$ cat config.mk
export PLATFORM = sky130hd
export DESIGN_NAME = rwct_div
export DESIGN_NICKNAME = d
export VERILOG_FILES = /design/src/rwct_pkg.sv /design/src/rwct_div.sv
export SDC_FILE = /design/constraint.sdc
export NUM_CORES = 1
export LEC_CHECK = 0
export ABC_CLOCK_PERIOD_IN_PS = 4500
export BUFFER_PORTS_ARGS = -buffer_cell sky130_fd_sc_hd__buf_4
export CORE_ASPECT_RATIO = 0.5
export CORE_MARGIN = 2
export CORE_UTILIZATION = 52
export CTS_BUF_LIST = sky130_fd_sc_hd__clkbuf_8
export CTS_CLUSTER_DIAMETER = 120
export CTS_CLUSTER_SIZE = 25
export DETAILED_ROUTE_END_ITERATION = 12
export PLACE_DENSITY = 0.84
export SLEW_MARGIN = 25
export SYNTH_ARGS = -nofsm -noshare
export SYNTH_HDL_FRONTEND = slang
export SYNTH_SLANG_ARGS = --single-unit
$ cat constraint.sdc
create_clock -name clk -period 4.5 [get_ports clk]
set_clock_uncertainty 0.2 [all_clocks]
set_input_delay 0.45 -clock clk [delete_from_list [all_inputs] [get_ports clk]]
set_output_delay 0.45 -clock clk [all_outputs]
set_load 0.1 [all_outputs]
$ cat src/rwct_pkg.sv
// ----------------------------------------------------------------------------
// rwct_pkg
// shared types and constants of the textured wall column block
// ----------------------------------------------------------------------------
package rwct_pkg;

  localparam int SCREEN_HEIGHT_DEF = 64;
  localparam int SCREEN_WIDTH_DEF  = 256;
  localparam int TEX_SIZE          = 64;
  localparam int TEX_AW            = 12;
  localparam int STORE_AW          = 14;
  localparam int IDX_W             = 14;
  localparam logic [31:0] WALL_SCALE_RST = 32'd16384;
  localparam logic [15:0] HEIGHT_MAX     = 16'hffff;
  // reciprocal of 5 in 2^-18 units, exact for 15-bit operands
  localparam logic [15:0] SHADE_RECIP    = 16'd52429;
  localparam logic [7:0]  ALPHA          = 8'hff;

  localparam logic FUNC_LOAD = 1'b0;
  localparam logic FUNC_DRAW = 1'b1;

  typedef enum logic [2:0] {
    ST_IDLE,
    ST_MUL,
    ST_HDIV,
    ST_CLIP,
    ST_SETUP,
    ST_RDIV,
    ST_READ,
    ST_EMIT
  } state_t;

  // shared divider op request
  typedef struct packed {
    logic        start;
    logic [31:0] num;
    logic [24:0] den;
  } div_req_t;

  typedef struct packed {
    logic        done;
    logic [31:0] quo;
  } div_rsp_t;

endpackage

$ cat src/rwct_div.sv
// ----------------------------------------------------------------------------
// rwct_div
// shared restoring divider, one quotient bit per cycle, 32 by 25 bits
// ----------------------------------------------------------------------------
module rwct_div (
  input  logic               clk,
  input  logic               rst,
  input  rwct_pkg::div_req_t req,
  output rwct_pkg::div_rsp_t rsp
);

  logic        busy;
  logic        done;
  logic [5:0]  cnt;
  logic [31:0] quo;
  logic [25:0] rem;
  logic [24:0] den;
  logic [25:0] trial;

  assign trial = {rem[24:0], quo[31]};

  always_ff @(posedge clk) begin
    if (rst) begin
      busy <= 1'b0;
      done <= 1'b0;
    end else begin
      done <= 1'b0;
      if (req.start) begin
        busy <= 1'b1;
        cnt  <= 6'd0;
        quo  <= req.num;
        rem  <= '0;
        den  <= req.den;
      end else if (busy) begin
        if (trial >= {1'b0, den}) begin
          rem <= trial - {1'b0, den};
          quo <= {quo[30:0], 1'b1};
        end else begin
          rem <= trial;
          quo <= {quo[30:0], 1'b0};
        end
        cnt <= cnt + 6'd1;
        if (cnt == 6'd31) begin
          busy <= 1'b0;
          done <= 1'b1;
        end
      end
    end
  end

  assign rsp.done = done;
  assign rsp.quo  = quo;

  assert property (@(posedge clk) disable iff (rst) done |-> !busy)
    else $error("divider done while busy");
  assert property (@(posedge clk) disable iff (rst) busy && cnt != 6'd31 |=> busy)
    else $error("divider stopped early");
  assert property (@(posedge clk) disable iff (rst) req.start |=> busy && cnt == 6'd0)
    else $error("divider did not start");

endmodule

After elaboration in Yosys (flattened, before gate mapping). Index checks and enable logic that the tools add are counted.

Flip-flop bits (word level): 90. Input port bits: 60. Output and inout port bits: 33.

Add/sub/neg operators: 2. Order comparisons: 1. Equality and inequality tests: 1. Muxes and demuxes: 10. Bitwise operators: 2. Reductions and logical operators: 4.

Operators by type and width (count): 2-to-1 mux 32 bit (2); 2-to-1 mux 25 bit (2); greater-or-equal comparator 26 x 25 -> 1 bit (1); subtractor 25 bit (1); adder 6 x 1 -> 6 bit (second input constant) (1); equality test 6 x 5 -> 1 bit (second input constant) (1); 2-to-1 mux 6 bit (1); 2-to-1 mux 1 bit (5); AND reduction 2 bit (2); OR reduction 3 bit (1); inverter 1 bit (2); nonzero test 2 bit (1).

Longest topological paths before layout.
Depth after elaboration: 4. Depth in mapped cells: 14. Gate-level depth less buffers: 12.

Worst setup path before layout. Ideal clock, no wire load.

Path type: input port to flip-flop. Start: input req[57] in the netlist's numbering. End: register cnt[0], enable pin. Arrival: 3715 ps. Data required time: 3814 ps. Path slack: 99 ps. Cell stages on the path: 4. Buffers on the path: 2. Cells stage by stage: clkbuf_1 > clkbuf_1 > nor2_1 > nor2_1.

Word-level cells in the longest chain between the ends: 2.

RTL lines: from (decl) (RTL line rwct_div.sv:8) `input rwct_pkg::div_req_t req,`; nonzero test 2 bit (no line); AND reduction 2 bit (no line); to (signal assigned) (RTL line rwct_div.sv:42) `cnt <= cnt + 6'd1;`; to (decl) (RTL line rwct_div.sv:14) `logic [5:0] cnt;`.

Every way passes these cells. A chain may end at the register's enable or synchronous reset.

Worst setup path in the final report.
Start: register rem[8]. End: register rem[8] (data pin).

Word-level cells in the longest chain between the ends: 3.

RTL lines: from (decl) (RTL line rwct_div.sv:16) `logic [25:0] rem;`; from (signal assigned) (RTL line rwct_div.sv:36) `rem <= trial - {1'b0, den};`; from (signal assigned) (RTL line rwct_div.sv:39) `rem <= trial;`; greater-or-equal comparator 26 x 25 -> 1 bit (RTL line rwct_div.sv:35) `if (trial >= {1'b0, den}) begin`; 2-to-1 mux 25 bit (RTL line rwct_div.sv:35); 2-to-1 mux 25 bit (RTL line rwct_div.sv:34) `end else if (busy) begin`.

Every way passes these cells. The select of a mux whose other input is x is not followed.

==> key figures <==
Logic synthesis
  – Ys async rst share: 0%
  – Cell Area, Synth: 5140 µm²
  – Synth Area in Simple Gates: a little under an eighth
  – Net count after synthesis: around 520
  – Sequential area share after synthesis: approximately 52%
  – Yosys cell types: 55
  – Ys flop type: edfxtp_1
  – Post-synth EDFFs: 88
  – Ys Warns: 0
  – Cells after synthesis: ~440
  – Multiplexer area fraction after synthesis: ~9.2%
  – Post-Synth Adder-Cell Area: ~6.7%
  – Synth Area in Compound Gates: between 10% and 20%
  – Synth Area in XOR/XNOR: under 10%
  – Synth Register Bits: 90
  – Largest family of logic cells by synthesized area: compound AO/OA/AOI/OAI gates
  – Mean Syn Cell Area: approximately 12 µm²

Floorplanning
  – Die height: 74.3 µm
  – Die area: 10700 µm²
  – Initial Utilization: 54.0%
  – Die X: ~140 µm
  – I/O pin count: 93
  – Core Area: between 9000 and 10000 µm²
  – Row count: 25

Power
  – Power Total: ~2.4 mW
  – LEAKAGE: approximately 2.5 nW
  – Pwr dens: between 300 and 400 nW/µm²
  – Maximum vdd ir drop: between 200 and 250 µV

Global route
  – Largest net degree at the start of global routing: between 60 and 70
  – Vias in the first global route: 3668
  – Initial antenna violation count: 0
  – Total track usage: between 20% and 30%
  – Global-route wire length before repair: between 15000 and 20000 µm
  – Global route overflow: 0

STA
  – Final setup margin: 835 ps
  – Period utilisation layout: 81.5%
  – Final number of setup-violating endpoints: 0
  – Max Slew Vio Count: 0
  – Slew headroom: between 30% and 40%
  – Final min period: roughly 3700 ps
  – RSZ-0062 raised after global routing: false
  – Final hold viol count: 0
  – Fin Hold WS: just over 50 ps
  – Actual slew at the worst max-slew pin: just under 1000 ps
  – Fmax: 273 MHz
  – Setup TNS: 0 ps

Place
  – Number of port buffers: 92
  – DP Wirelength: about 7700 µm
  – Post-DP Area: slightly below 6000 µm²
  – Routability-driven placement congestion ratio: about 0.93
  – Place WS: 872 ps
  – Placed cells: around 650

Final layout
  – Nets: between 600 and 700
  – Non-Filler Instances: 668
  – Layout area overhead: 20.2%
  – Number of diodes: 0
  – Share of layout cells above drive strength 1: 31.0%
  – Final core utilization: 64.9%
  – Fin area: 6170 µm²

Clock tree
  – H-Tree Depth: 3
  – # clock sinks: 90
  – Post-cts resize count: 0
  – Hold_buf cts: 0
  – CTS tree: built
  – Worst skew pair latency: approximately 370 ps
  – Clk slew on worst S/H paths: approximately 100 ps
  – Setup Buffers After CTS: 0
  – Root Buffer: clkbuf_8
  – Num CTS Buffers: 9
  – Clock tree buffer depth: 2

Setup path
  – Worst endpoint required time: between 4000 and 5000 ps
  – CP Max Fanout: 17
  – R2r setup slk: ~830 ps
  – R2r worst-path depth: 10
  – Crit path launch type: flip-flop
  – Critical path type: reg -> reg
  – Crit end category: flip-flop
  – CP arrival: around 3600 ps

Routing
  – Via count: between 3000 and 4000
  – Drt drc: 0
  – Routed wire length: 10900 µm
  – DR iter-0 viols: around 330
  – DR WL/cell: about 16 µm
  – Post-route ant nets: 0
  – Drt pass-1 iters: 5
  – Via density: 5.60

Run status
  – Status: finished clean

Hold path
  – Hold depth: 1
  – Hold Path Class: in -> reg

Job
  – Max-cap violations: 0
registers in the layout, indices dropped and copies added, names as in the netlist:
name	flops
busy	1
cnt	6
den	25
done	1
quo	32
rem	25
cell usage after synthesis (all sizes together) (2+ instances only):
cell type,count,area (µm²)
xor2,5,43.8
mux2i,11,110
nand2,27,106
xnor2,16,140
buf,11,73.8
o211ai,4,35.0
nor2,39,146
a21o,10,75.1
nand4,9,56.3
nand3,8,40.0
a21oi,36,210
o21a,2,15.0
a2111oi,2,17.5
dfxtp,2,40.0
a211oi,8,85.1
nor2b,6,37.5
o21ai,14,81.3
and2,2,13.8
clkbuf,7,26.3
ha,26,325
edfxtp,88,2640
o2111ai,3,26.3
mux2,32,360
o21bai,4,30.0
or3,2,12.5
inv,30,113
nand3b,3,22.5
a41o,2,20.0
and4,3,26.3
nor3,11,55.1
final cells by class:
class / instances / area [µm²]
clock buffers: 9 / 124
inverters: 30 / 113
clock inverters: 7 / 85.1
repair buffers: 98 / 748
well taps: 135 / 169
flip-flops and latches: 90 / 2680
fillers: 750 / 3340
multi-input cells: 299 / 2250
critical path: stages (launching register included):
cell	delay [ps]
edfxtp_1	410
ha_1	470
nand2_2	140
nor4b_4	310
a221oi_2	140
o21ai_4	220
a21oi_4	110
a21oi_2	790
buf_4	330
mux2i_1	210
nor2_1	60
power breakdown:
part / internal (mW) / switching (mW)
Clock: 0.269 / 0.321
Sequential: 1.01 / 0.0333
Combinational: 0.288 / 0.482
Total: 1.57 / 0.836
placed cells by master (no fill, tap or decap), types with 3 or more instances in the layout:
cell | synthesis | final
buf_4 | 2 | 97
edfxtp_1 | 88 | 88
nor2_1 | 39 | 38
mux2_2 | 32 | 32
a21oi_1 | 32 | 32
inv_1 | 30 | 30
ha_1 | 26 | 26
nand2_1 | 25 | 25
xnor2_1 | 16 | 16
nor3_1 | 11 | 11
mux2i_1 | 11 | 11
a21o_1 | 10 | 10
nand4_1 | 9 | 9
o21ai_0 | 9 | 9
clkbuf_8 | 0 | 9
nand3_1 | 8 | 8
xor2_1 | 5 | 5
nor2b_1 | 6 | 5
a211oi_2 | 5 | 5
o21ai_1 | 4 | 4
o21bai_1 | 4 | 4
a211oi_1 | 3 | 3
and4_1 | 3 | 3
o2111ai_1 | 3 | 3
nand3b_1 | 3 | 3
o211ai_1 | 3 | 3
inv_8 | 0 | 3
per-layer routing:
metal  track usage, %  vias to the layer above  wire, µm
li1                 -                     1807         -
met1             28.8                     1754      5000
met2             32.8                      156      4800
met3             7.34                       23       956
met4             7.34                        0       172
met5                0                        -         0
logic make-up after synthesis:
| logic type | Yosys count |
|---|---|
| AO/OA/AOI/OAI | 91 |
| XOR/XNOR | 21 |
| adder cells (fa/ha/maj) | 27 |
| buffers and inverters | 48 |
| flip-flops | 90 |
| multiplexers | 43 |
| AND/OR/NAND/NOR | 117 |
final timing paths:
path                             start                   end
setup reg to reg  rem[8]$_SDFFCE_PP0P_  rem[8]$_SDFFCE_PP0P_
hold / removal                  req[4]      den[4]$_DFFE_PP_
hold reg to reg        busy$_SDFF_PP0_       done$_SDFF_PP0_
setup / recovery  rem[8]$_SDFFCE_PP0P_  rem[8]$_SDFFCE_PP0P_
No activity file was read; power rests on OpenSTA's default activity.
